==> config.mk <==
export PLATFORM = sky130hd
export DESIGN_NAME = keyframe_texture_flip_lookup_top
export DESIGN_NICKNAME = d
export VERILOG_FILES = /design/src/rtl/kft_pkg.sv /design/src/rtl/kft_div.sv /design/src/rtl/keyframe_texture_flip_lookup_top.sv
export VERILOG_INCLUDE_DIRS = /design/src /design/src/rtl
export SDC_FILE = /design/constraint.sdc
export NUM_CORES = 2
export LEC_CHECK = 0
export BUFFER_PORTS_ARGS = -buffer_cell sky130_fd_sc_hd__buf_2
export CORE_MARGIN = 2
export CORE_UTILIZATION = 53
export CTS_BUF_LIST = sky130_fd_sc_hd__clkbuf_4
export DETAILED_ROUTE_END_ITERATION = 10
export GPL_TIMING_DRIVEN = 0
export PLACE_DENSITY = 0.72
export SLEW_MARGIN = 30
export SYNTH_ARGS = -nofsm -noshare
export SYNTH_HDL_FRONTEND = slang
export SYNTH_SLANG_ARGS = --single-unit
export TNS_END_PERCENT = 1
==> constraint.sdc <==
create_clock -name clk -period 8.8 [get_ports clk]
set_input_delay 0.88 -clock clk [delete_from_list [all_inputs] [get_ports clk]]
set_output_delay 0.88 -clock clk [all_outputs]
set_load 0.01 [all_outputs]
==> src/rtl/keyframe_texture_flip_lookup_top_defines.svh <==
// Assertion macros for the keyframe texture lookup block
`ifndef KEYFRAME_TEXTURE_FLIP_LOOKUP_TOP_DEFINES_SVH
`define KEYFRAME_TEXTURE_FLIP_LOOKUP_TOP_DEFINES_SVH

// same-cycle implication, sampled on clk, off during reset
`define KFT_ASSERT_IMP(name, ante, cons) \
  name: assert property (@(posedge clk) disable iff (!rst_n) (ante) |-> (cons)) \
    else $error("kft check failed");

// next-cycle implication
`define KFT_ASSERT_NXT(name, ante, cons) \
  name: assert property (@(posedge clk) disable iff (!rst_n) (ante) |=> (cons)) \
    else $error("kft check failed");

`endif

==> src/rtl/kft_pkg.sv <==
// Types and constants shared by the keyframe texture lookup block
package kft_pkg;

  localparam int CMD_W      = 2;
  localparam int ENTRY_W    = 6;
  localparam int POS_W      = 32;
  localparam int VAL_W      = 16;
  localparam int TEX_W      = 16;
  localparam int SLOT_W     = 4;
  localparam int KCNT_W     = 5;
  localparam int TCNT_W     = 7;
  localparam int CFG_IDX_W  = 2;
  localparam int CFG_DATA_W = 7;
  localparam int RATIO_W    = 17;
  localparam int FRAME_W    = 8;
  localparam int ACC_W      = VAL_W + RATIO_W;
  localparam int DIV_STEPS  = RATIO_W;
  localparam int DCNT_W     = 5;

  localparam logic [RATIO_W-1:0] RATIO_ONE = 17'h10000;

  localparam logic [CMD_W-1:0] CMD_KEY  = 2'd0;
  localparam logic [CMD_W-1:0] CMD_TEX  = 2'd1;
  localparam logic [CMD_W-1:0] CMD_EVAL = 2'd2;

  localparam logic [CFG_IDX_W-1:0] CFG_TEXTURE_SLOT  = 2'd0;
  localparam logic [CFG_IDX_W-1:0] CFG_KEY_COUNT     = 2'd1;
  localparam logic [CFG_IDX_W-1:0] CFG_TEXTURE_COUNT = 2'd2;

  typedef struct packed {
    logic [POS_W-1:0] pos;
    logic [VAL_W-1:0] val;
  } key_t;

  typedef enum logic [3:0] {
    S_IDLE,
    S_LAST,
    S_FIRST,
    S_SCAN,
    S_DIV,
    S_MUL1,
    S_MUL2,
    S_LOOK,
    S_TEX,
    S_DONE
  } kft_state_t;

endpackage

==> src/rtl/kft_div.sv <==
// Bit-serial restoring divider for the Q1.16 segment ratio
module kft_div (
  input  logic                        clk,
  input  logic                        rst_n,
  input  logic                        start,
  input  logic [kft_pkg::POS_W-1:0]   dividend,
  input  logic [kft_pkg::POS_W-1:0]   divisor,
  output logic                        done,
  output logic [kft_pkg::RATIO_W-1:0] quotient
);
  import kft_pkg::*;

  logic               busy_r, busy_nxt;
  logic               done_r, done_nxt;
  logic [DCNT_W-1:0]  cnt_r, cnt_nxt;
  logic [POS_W:0]     rem_r, rem_nxt;
  logic [POS_W-1:0]   den_r, den_nxt;
  logic [RATIO_W-1:0] q_r, q_nxt;
  logic [POS_W:0]     diff;
  logic               ge;

  // the caller keeps dividend <= divisor, so the quotient never exceeds one in Q1.16
  assign ge   = rem_r >= {1'b0, den_r};
  assign diff = rem_r - {1'b0, den_r};

  always_comb begin
    busy_nxt = busy_r;
    done_nxt = 1'b0;
    cnt_nxt  = cnt_r;
    rem_nxt  = rem_r;
    den_nxt  = den_r;
    q_nxt    = q_r;
    if (start) begin
      busy_nxt = 1'b1;
      cnt_nxt  = '0;
      rem_nxt  = {1'b0, dividend};
      den_nxt  = divisor;
      q_nxt    = '0;
    end else if (busy_r) begin
      q_nxt   = {q_r[RATIO_W-2:0], ge};
      rem_nxt = ge ? {diff[POS_W-1:0], 1'b0} : {rem_r[POS_W-1:0], 1'b0};
      cnt_nxt = cnt_r + DCNT_W'(1);
      if (cnt_r == DCNT_W'(DIV_STEPS - 1)) begin
        busy_nxt = 1'b0;
        done_nxt = 1'b1;
      end
    end
  end

  always_ff @(posedge clk) begin
    if (!rst_n) begin
      busy_r <= 1'b0;
      done_r <= 1'b0;
    end else begin
      busy_r <= busy_nxt;
      done_r <= done_nxt;
    end
    cnt_r <= cnt_nxt;
    rem_r <= rem_nxt;
    den_r <= den_nxt;
    q_r   <= q_nxt;
  end

  assign done     = done_r;
  assign quotient = q_r;

endmodule

==> src/rtl/keyframe_texture_flip_lookup_top.sv <==
// Keyframe interpolation with texture-id lookup, top level
// Load commands are accepted back to back while no evaluate is in progress.
// An evaluate reads one key per search step and takes its segment ratio from the
// serial ratio divider; its result is held back by output stalls.
// One request at a time; the next is taken in the cycle after the result is loaded.
// Reset clears the configuration registers and control; the tables are not cleared.
`include "keyframe_texture_flip_lookup_top_defines.svh"

module keyframe_texture_flip_lookup_top #(
  parameter int MAX_KEYS     = 16,
  parameter int MAX_TEXTURES = 64
) (
  input  logic                           clk,
  input  logic                           rst_n,
  input  logic                           in_valid,
  output logic                           in_stall,
  input  logic [kft_pkg::CMD_W-1:0]      in_command,
  input  logic [kft_pkg::ENTRY_W-1:0]    in_entry_index,
  input  logic [kft_pkg::POS_W-1:0]      in_key_position,
  input  logic [kft_pkg::VAL_W-1:0]      in_key_value,
  input  logic [kft_pkg::TEX_W-1:0]      in_texture_id,
  input  logic [kft_pkg::POS_W-1:0]      in_track_position,
  output logic                           out_valid,
  input  logic                           out_stall,
  output logic [kft_pkg::SLOT_W-1:0]     out_slot,
  output logic [kft_pkg::TEX_W-1:0]      out_chosen_texture,
  output logic                           out_held_last,
  output logic                           out_lookup_error,
  input  logic                           cfg_valid,
  output logic                           cfg_ready,
  input  logic [kft_pkg::CFG_IDX_W-1:0]  cfg_index,
  input  logic [kft_pkg::CFG_DATA_W-1:0] cfg_data
);
  import kft_pkg::*;

  localparam int KW    = $clog2(MAX_KEYS);
  localparam int KN_W  = ($clog2(MAX_KEYS + 1) > KCNT_W) ? $clog2(MAX_KEYS + 1) : KCNT_W;
  localparam int TW    = (MAX_TEXTURES > 1) ? $clog2(MAX_TEXTURES) : 1;
  localparam int TC_W  = ($clog2(MAX_TEXTURES + 1) > FRAME_W) ?
                         $clog2(MAX_TEXTURES + 1) : FRAME_W;

  // configuration
  logic [SLOT_W-1:0]  slot_r;
  logic [KCNT_W-1:0]  key_count_r;
  logic [TCNT_W-1:0]  tex_count_r;
  logic [KN_W-1:0]    n_keys;
  logic [TC_W-1:0]    tc_cnt;

  // memories
  key_t               key_mem [MAX_KEYS];
  logic [TEX_W-1:0]   tex_mem [MAX_TEXTURES];
  key_t               key_rd_r;
  logic [TEX_W-1:0]   tex_rd_r;
  logic [KW-1:0]      key_raddr;
  logic [TW-1:0]      tex_raddr;
  logic               key_we, tex_we;

  // evaluation
  kft_state_t         state_r, state_nxt;
  logic               in_accept;
  logic [POS_W-1:0]   t_r, t_nxt;
  logic [KW-1:0]      j_r, j_nxt;
  key_t               left_r, left_nxt;
  logic [VAL_W-1:0]   right_val_r, right_val_nxt;
  logic [RATIO_W-1:0] ratio_r, ratio_nxt;
  logic [ACC_W-1:0]   acc_r, acc_nxt;
  logic [FRAME_W-1:0] frame_r, frame_nxt;
  logic               held_r, held_nxt;
  logic               err_r, err_nxt;
  logic [TEX_W-1:0]   tex_r, tex_nxt;
  logic               held_cond, advance, seg_div, tex_hit;
  logic [VAL_W-1:0]   mul_a;
  logic [RATIO_W-1:0] mul_b;
  logic [ACC_W-1:0]   prod;
  logic [ACC_W-1:0]   v_sum;
  logic               div_start, div_done;
  logic [RATIO_W-1:0] div_quot;

  // result register
  logic               out_valid_r, out_valid_nxt;
  logic [SLOT_W-1:0]  out_slot_r;
  logic [TEX_W-1:0]   out_tex_r;
  logic               out_held_r, out_err_r;
  logic               out_free, out_load;

  assign in_stall  = (state_r != S_IDLE);
  assign in_accept = in_valid && !in_stall;
  assign cfg_ready = 1'b1;

  assign n_keys = (KN_W'(key_count_r) > KN_W'(MAX_KEYS)) ? KN_W'(MAX_KEYS) : KN_W'(key_count_r);
  assign tc_cnt = (TC_W'(tex_count_r) > TC_W'(MAX_TEXTURES)) ?
                  TC_W'(MAX_TEXTURES) : TC_W'(tex_count_r);

  assign key_we = in_accept && (in_command == CMD_KEY) &&
                  (32'(in_entry_index) < 32'(MAX_KEYS));
  assign tex_we = in_accept && (in_command == CMD_TEX) &&
                  (32'(in_entry_index) < 32'(MAX_TEXTURES));

  always_ff @(posedge clk) begin
    if (key_we) begin
      key_mem[KW'(in_entry_index)] <= '{pos: in_key_position, val: in_key_value};
    end
    key_rd_r <= key_mem[key_raddr];
  end

  always_ff @(posedge clk) begin
    if (tex_we) begin
      tex_mem[TW'(in_entry_index)] <= in_texture_id;
    end
    tex_rd_r <= tex_mem[tex_raddr];
  end

  always_ff @(posedge clk) begin
    if (!rst_n) begin
      slot_r      <= '0;
      key_count_r <= '0;
      tex_count_r <= '0;
    end else if (cfg_valid && cfg_ready) begin
      case (cfg_index)
        CFG_TEXTURE_SLOT:  slot_r      <= cfg_data[SLOT_W-1:0];
        CFG_KEY_COUNT:     key_count_r <= cfg_data[KCNT_W-1:0];
        CFG_TEXTURE_COUNT: tex_count_r <= cfg_data[TCNT_W-1:0];
        default: ;
      endcase
    end
  end

  assign held_cond = (n_keys == KN_W'(1)) || (t_r > key_rd_r.pos);
  assign advance   = (KN_W'(j_r) < (n_keys - KN_W'(1))) && (key_rd_r.pos < t_r);
  assign seg_div   = (key_rd_r.pos > left_r.pos) && (t_r > left_r.pos);
  assign tex_hit   = TC_W'(frame_r) < tc_cnt;
  assign out_free  = !out_valid_r || !out_stall;

  // one multiplier, shared by both interpolation terms
  assign mul_a = (state_r == S_MUL1) ? left_r.val : right_val_r;
  assign mul_b = (state_r == S_MUL1) ? (RATIO_ONE - ratio_r) : ratio_r;
  assign prod  = ACC_W'(mul_a) * ACC_W'(mul_b);
  assign v_sum = acc_r + prod;

  kft_div u_div (
    .clk      (clk),
    .rst_n    (rst_n),
    .start    (div_start),
    .dividend (t_r - left_r.pos),
    .divisor  (key_rd_r.pos - left_r.pos),
    .done     (div_done),
    .quotient (div_quot)
  );

  always_comb begin
    state_nxt = state_r;
    case (state_r)
      S_IDLE: begin
        if (in_accept && in_command == CMD_EVAL) begin
          state_nxt = (n_keys == '0) ? S_DONE : S_LAST;
        end
      end
      S_LAST:  state_nxt = held_cond ? S_LOOK : S_FIRST;
      S_FIRST: state_nxt = S_SCAN;
      S_SCAN: begin
        if (!advance) begin
          state_nxt = seg_div ? S_DIV : S_MUL1;
        end
      end
      S_DIV: begin
        if (div_done) begin
          state_nxt = S_MUL1;
        end
      end
      S_MUL1:  state_nxt = S_MUL2;
      S_MUL2:  state_nxt = S_LOOK;
      S_LOOK:  state_nxt = tex_hit ? S_TEX : S_DONE;
      S_TEX:   state_nxt = S_DONE;
      S_DONE: begin
        if (out_free) begin
          state_nxt = S_IDLE;
        end
      end
      default: state_nxt = S_IDLE;
    endcase
  end

  always_comb begin
    t_nxt         = t_r;
    j_nxt         = j_r;
    left_nxt      = left_r;
    right_val_nxt = right_val_r;
    ratio_nxt     = ratio_r;
    acc_nxt       = acc_r;
    frame_nxt     = frame_r;
    held_nxt      = held_r;
    err_nxt       = err_r;
    tex_nxt       = tex_r;
    key_raddr     = '0;
    tex_raddr     = '0;
    div_start     = 1'b0;
    out_load      = 1'b0;
    case (state_r)
      S_IDLE: begin
        t_nxt     = in_track_position;
        held_nxt  = 1'b0;
        err_nxt   = (n_keys == '0);
        tex_nxt   = '0;
        key_raddr = KW'(n_keys - KN_W'(1));
      end
      S_LAST: begin
        if (held_cond) begin
          held_nxt  = 1'b1;
          frame_nxt = key_rd_r.val[VAL_W-1:VAL_W-FRAME_W];
        end
      end
      S_FIRST: begin
        left_nxt  = key_rd_r;
        j_nxt     = KW'(1);
        key_raddr = KW'(1);
      end
      S_SCAN: begin
        if (advance) begin
          left_nxt  = key_rd_r;
          j_nxt     = j_r + KW'(1);
          key_raddr = j_r + KW'(1);
        end else begin
          right_val_nxt = key_rd_r.val;
          ratio_nxt     = '0;
          div_start     = seg_div;
        end
      end
      S_DIV: begin
        if (div_done) begin
          ratio_nxt = div_quot;
        end
      end
      S_MUL1: acc_nxt = prod;
      S_MUL2: frame_nxt = v_sum[2*VAL_W-1:2*VAL_W-FRAME_W];
      S_LOOK: begin
        tex_raddr = TW'(frame_r);
        if (!tex_hit) begin
          err_nxt = 1'b1;
        end
      end
      S_TEX:  tex_nxt = tex_rd_r;
      S_DONE: out_load = out_free;
      default: ;
    endcase
  end

  always_comb begin
    out_valid_nxt = out_valid_r;
    if (out_load) begin
      out_valid_nxt = 1'b1;
    end else if (out_valid_r && !out_stall) begin
      out_valid_nxt = 1'b0;
    end
  end

  always_ff @(posedge clk) begin
    if (!rst_n) begin
      state_r     <= S_IDLE;
      out_valid_r <= 1'b0;
    end else begin
      state_r     <= state_nxt;
      out_valid_r <= out_valid_nxt;
    end
    t_r         <= t_nxt;
    j_r         <= j_nxt;
    left_r      <= left_nxt;
    right_val_r <= right_val_nxt;
    ratio_r     <= ratio_nxt;
    acc_r       <= acc_nxt;
    frame_r     <= frame_nxt;
    held_r      <= held_nxt;
    err_r       <= err_nxt;
    tex_r       <= tex_nxt;
    if (out_load) begin
      out_slot_r <= slot_r;
      out_tex_r  <= tex_r;
      out_held_r <= held_r;
      out_err_r  <= err_r;
    end
  end

  assign out_valid          = out_valid_r;
  assign out_slot           = out_slot_r;
  assign out_chosen_texture = out_tex_r;
  assign out_held_last      = out_held_r;
  assign out_lookup_error   = out_err_r;

  `KFT_ASSERT_IMP(a_div_done_in_div, div_done, state_r == S_DIV)
  `KFT_ASSERT_IMP(a_err_zero_tex, out_valid_r && out_err_r, out_tex_r == '0)
  `KFT_ASSERT_NXT(a_done_waits, state_r == S_DONE && out_valid_r && out_stall,
                  state_r == S_DONE)

endmodule

==> impl_metrics.toml <==
[worst_setup_path]
cp_max_fo = 6
cpPeakStageDelay_ns = 0.57
cp.required_ns = 9.92
cp_slowest_cell = "fa_1"
worstSetupPathType = "reg2reg"
critPathArrivalTime_ns = 11.05
crit_buf_inv = 7
r2r_cells = 40
path_delay_family = "adder cells"
path_common_cell = "fa_1"
cp-start-kind = "flop"
end_kind = "flop"
cp.depth = 40

[yosys]
synth-edff-count = 2053
ys_warn_count = 0
mappedNetlistArea_mm2 = 0.0991
synth-seq-area-share = 0.644
synthesis.nets = 7798
ys_ff_latch = 2163
async_reset_ff_frac = 0
ys_types = 78
ys_dominant_reg_cell = "edfxtp_1"
avgSynthCellArea_um2 = 13.8
synth_cells = 7195

[place]
dp_hpwl_mm = 195
dpl.cell_count = 9905
dpl-instance-area_mm2 = 0.105
gp_congestion = 0.962
port_buffers = 139

[timing]
fin_crit_sh = 1.13
slew_viol_final = 0
fin_ws_ns = -1.12
setup_viol = 8
maxClockFrequency_ghz = 0.101
maxSlewHeadroom = 0.275
hold_viol = 0
tightest_slew_ns = 1.09
skew_ns = 0.149
period_needed_ns = 9.92
rsz0062_at_grt = "yes"

[floorplanning]
die_area_mm2 = 0.190
placementRows = 158
coreArea_mm2 = 0.186
io_pins = 143
fp.dieW_um = 436
die_height_um = 436
initial_core_util = 0.534

[route]
ant_nets = 0
first_pass_iters = 6
viasPerCell = 6.04
wl_per_cell_um = 25.6
drt-initial-drc-count = 8039
vias = 66500
routed_wl_mm = 282
route.detailed.drc = 0

[cts]
cts_made_buffers = 569
clk_latency_ns = 1.44
clkTransAtPathRegs_ns = 0.08
htreeDepth = 6
cts_sinks = 2163
cts-root-buf = "clkbuf_4"
clk_path_buf_depth = 4
cts_tree = "yes"

[flow_run]
drv_cap = 0

[worst_hold_path]
min_path_type = "in2reg"
holdPathStages = 1

[finish]
nNetsFinal = 8755
area.growth.synth_to_final_pct = 14.9
drive_gt1_frac = 0.192
final_area_mm2 = 0.114
fin_cells = 11000

[global_routing]
gr-total-overflow = 0
grt_max_degree = 65
grt_pass1_vias = 66200
grt_pass1_wl_mm = 414
antenna_found_initial = 26
grt_usage = 0.293

[run_status]
status = "finished, violations left"
violations = "negative setup slack"
## kinds of logic after synthesis
logic type               share of synthesized area
XOR/XNOR                                    0.0135
multiplexers                                0.0578
AND/OR/NAND/NOR                             0.0899
other                                    0.0000378
flip-flops                                   0.644
buffers and inverters                       0.0310
AO/OA/AOI/OAI                               0.0864
adder cells (fa/ha/maj)                     0.0771
## path summary, 6_finish.rpt
check | start | endpoint | slack [ns]
worst max register to register | ratio_r[3]$_SDFFCE_PN0P_ | frame_r[7]$_DFFE_PP_ | -1.12
worst max-delay path | ratio_r[3]$_SDFFCE_PN0P_ | frame_r[7]$_DFFE_PP_ | -1.12
worst min-delay path | in_texture_id[7] | tex_mem[52][7]$_DFFE_PP_ | 0.15
worst min register to register | key_rd_r[7]$_DFF_P_ | left_r[7]$_DFFE_PP_ | 0.42
## state kept, by name, indices dropped and copies added, names as in the netlist, 5 cells and up
signal and count:
ratio_r 17, tex_rd_r 16, u_div.den_r 32, key_mem 768, tex_r 16, out_chosen_texture 16
right_val_r 16, t_r 32, tex_mem 1024, tex_count_r 7, u_div.quotient 17, u_div.cnt_r 5
acc_r 32, key_count_r 5, u_div.rem_r 33, key_rd_r 48, frame_r 8, left_r 48
## worst register-to-register path, delay by kind of cell (launching register included)
family	cells	cell delay [ns]
AO/OA/AOI/OAI	14	2.36
AND/OR/NAND/NOR	7	1.89
adder cells (fa/ha/maj)	8	3.55
buffers and inverters	7	0.78
XOR/XNOR	4	0.76
flip-flops	1	0.40
## area by class of cell
cell class / count / area, um^2
fillers: 13900 / 71700
well taps: 2480 / 3100
clock inverters: 115 / 626
diodes: 17 / 42.5
plain buffers: 390 / 1710
flip-flops and latches: 2163 / 63900
repair buffers: 387 / 3650
clock buffers: 824 / 6190
multi-input cells: 4259 / 33300
inverters: 382 / 1440
## synthesized netlist by cell type, types with 34 or more instances
master    count  area, um^2
edfxtp_1   2053       61600
nand2_1     731        2740
nor2_1      639        2400
inv_1       379        1420
o21ai_0     331        1660
clkbuf_1    305        1140
ha_1        275        3440
and3_1      238        1490
a21oi_1     219        1100
fa_1        210        4200
mux4_2      176        3960
mux2i_1     174        1740
a211oi_1    170        1280
o211ai_1    129         968
dfxtp_1     110        2200
xnor2_1     102         893
a311oi_1     99         867
nand3_1      86         430
o31a_1       57         499
nand2b_1     54         338
or4_1        53         398
a21o_1       50         375
o22ai_1      49         307
xor2_1       48         420
a31oi_1      47         294
nor3_1       37         185
nor2b_1      35         219
buf_1        34         128
buf_2        34         170
## metrics by stage
stage	hold slack [ns]	TNS (ns)	util	setup WS, ns
after floorplan	0.400	-0.757	-	-0.310
after CTS	0.00162	-5.83	0.611	-1.07
after global routing	0.0840	-9.10	0.614	-1.55
final	0.153	-6.30	0.614	-1.12
after global placement	0.402	-216.20	0.555	-3.10
after detailed placement	0.410	-24.90	0.565	-3.06
## cells in the final DEF, fill, tap and decap left out, drive strengths merged, types with 92 or more instances in the layout
cell type,n
dfxtp,110
a21oi,220
buf,367
clkinv,92
inv,398
dlygate4sd3,100
xnor2,102
a311oi,99
edfxtp,2053
o211ai,129
nand2,732
a211oi,178
clkbuf,1134
fa,210
mux4,176
mux2i,174
o21ai,333
and3,238
nor2,640
ha,275
## layer usage
layer | vias up | wire length [um] | GRT usage
met3 | 622 | 29200 | 0.0675
met4 | 2 | 10100 | 0.116
met1 | 33000 | 111000 | 0.399
met5 | - | 13 | 0
met2 | 3726 | 131000 | 0.458
li1 | 29200 | - | -
## repair_timing
action                     in CTS  in global routing
hold buffers                  100                  0
pin swaps                      39                 40
setup endpoints to repair      20                  9
resized for setup              97                 50
hold endpoints to repair      941                  0
setup buffers                  34                 23
Power is not shown: default switching activity piles up to over one toggle a cycle in this logic, so the estimate is an artifact.
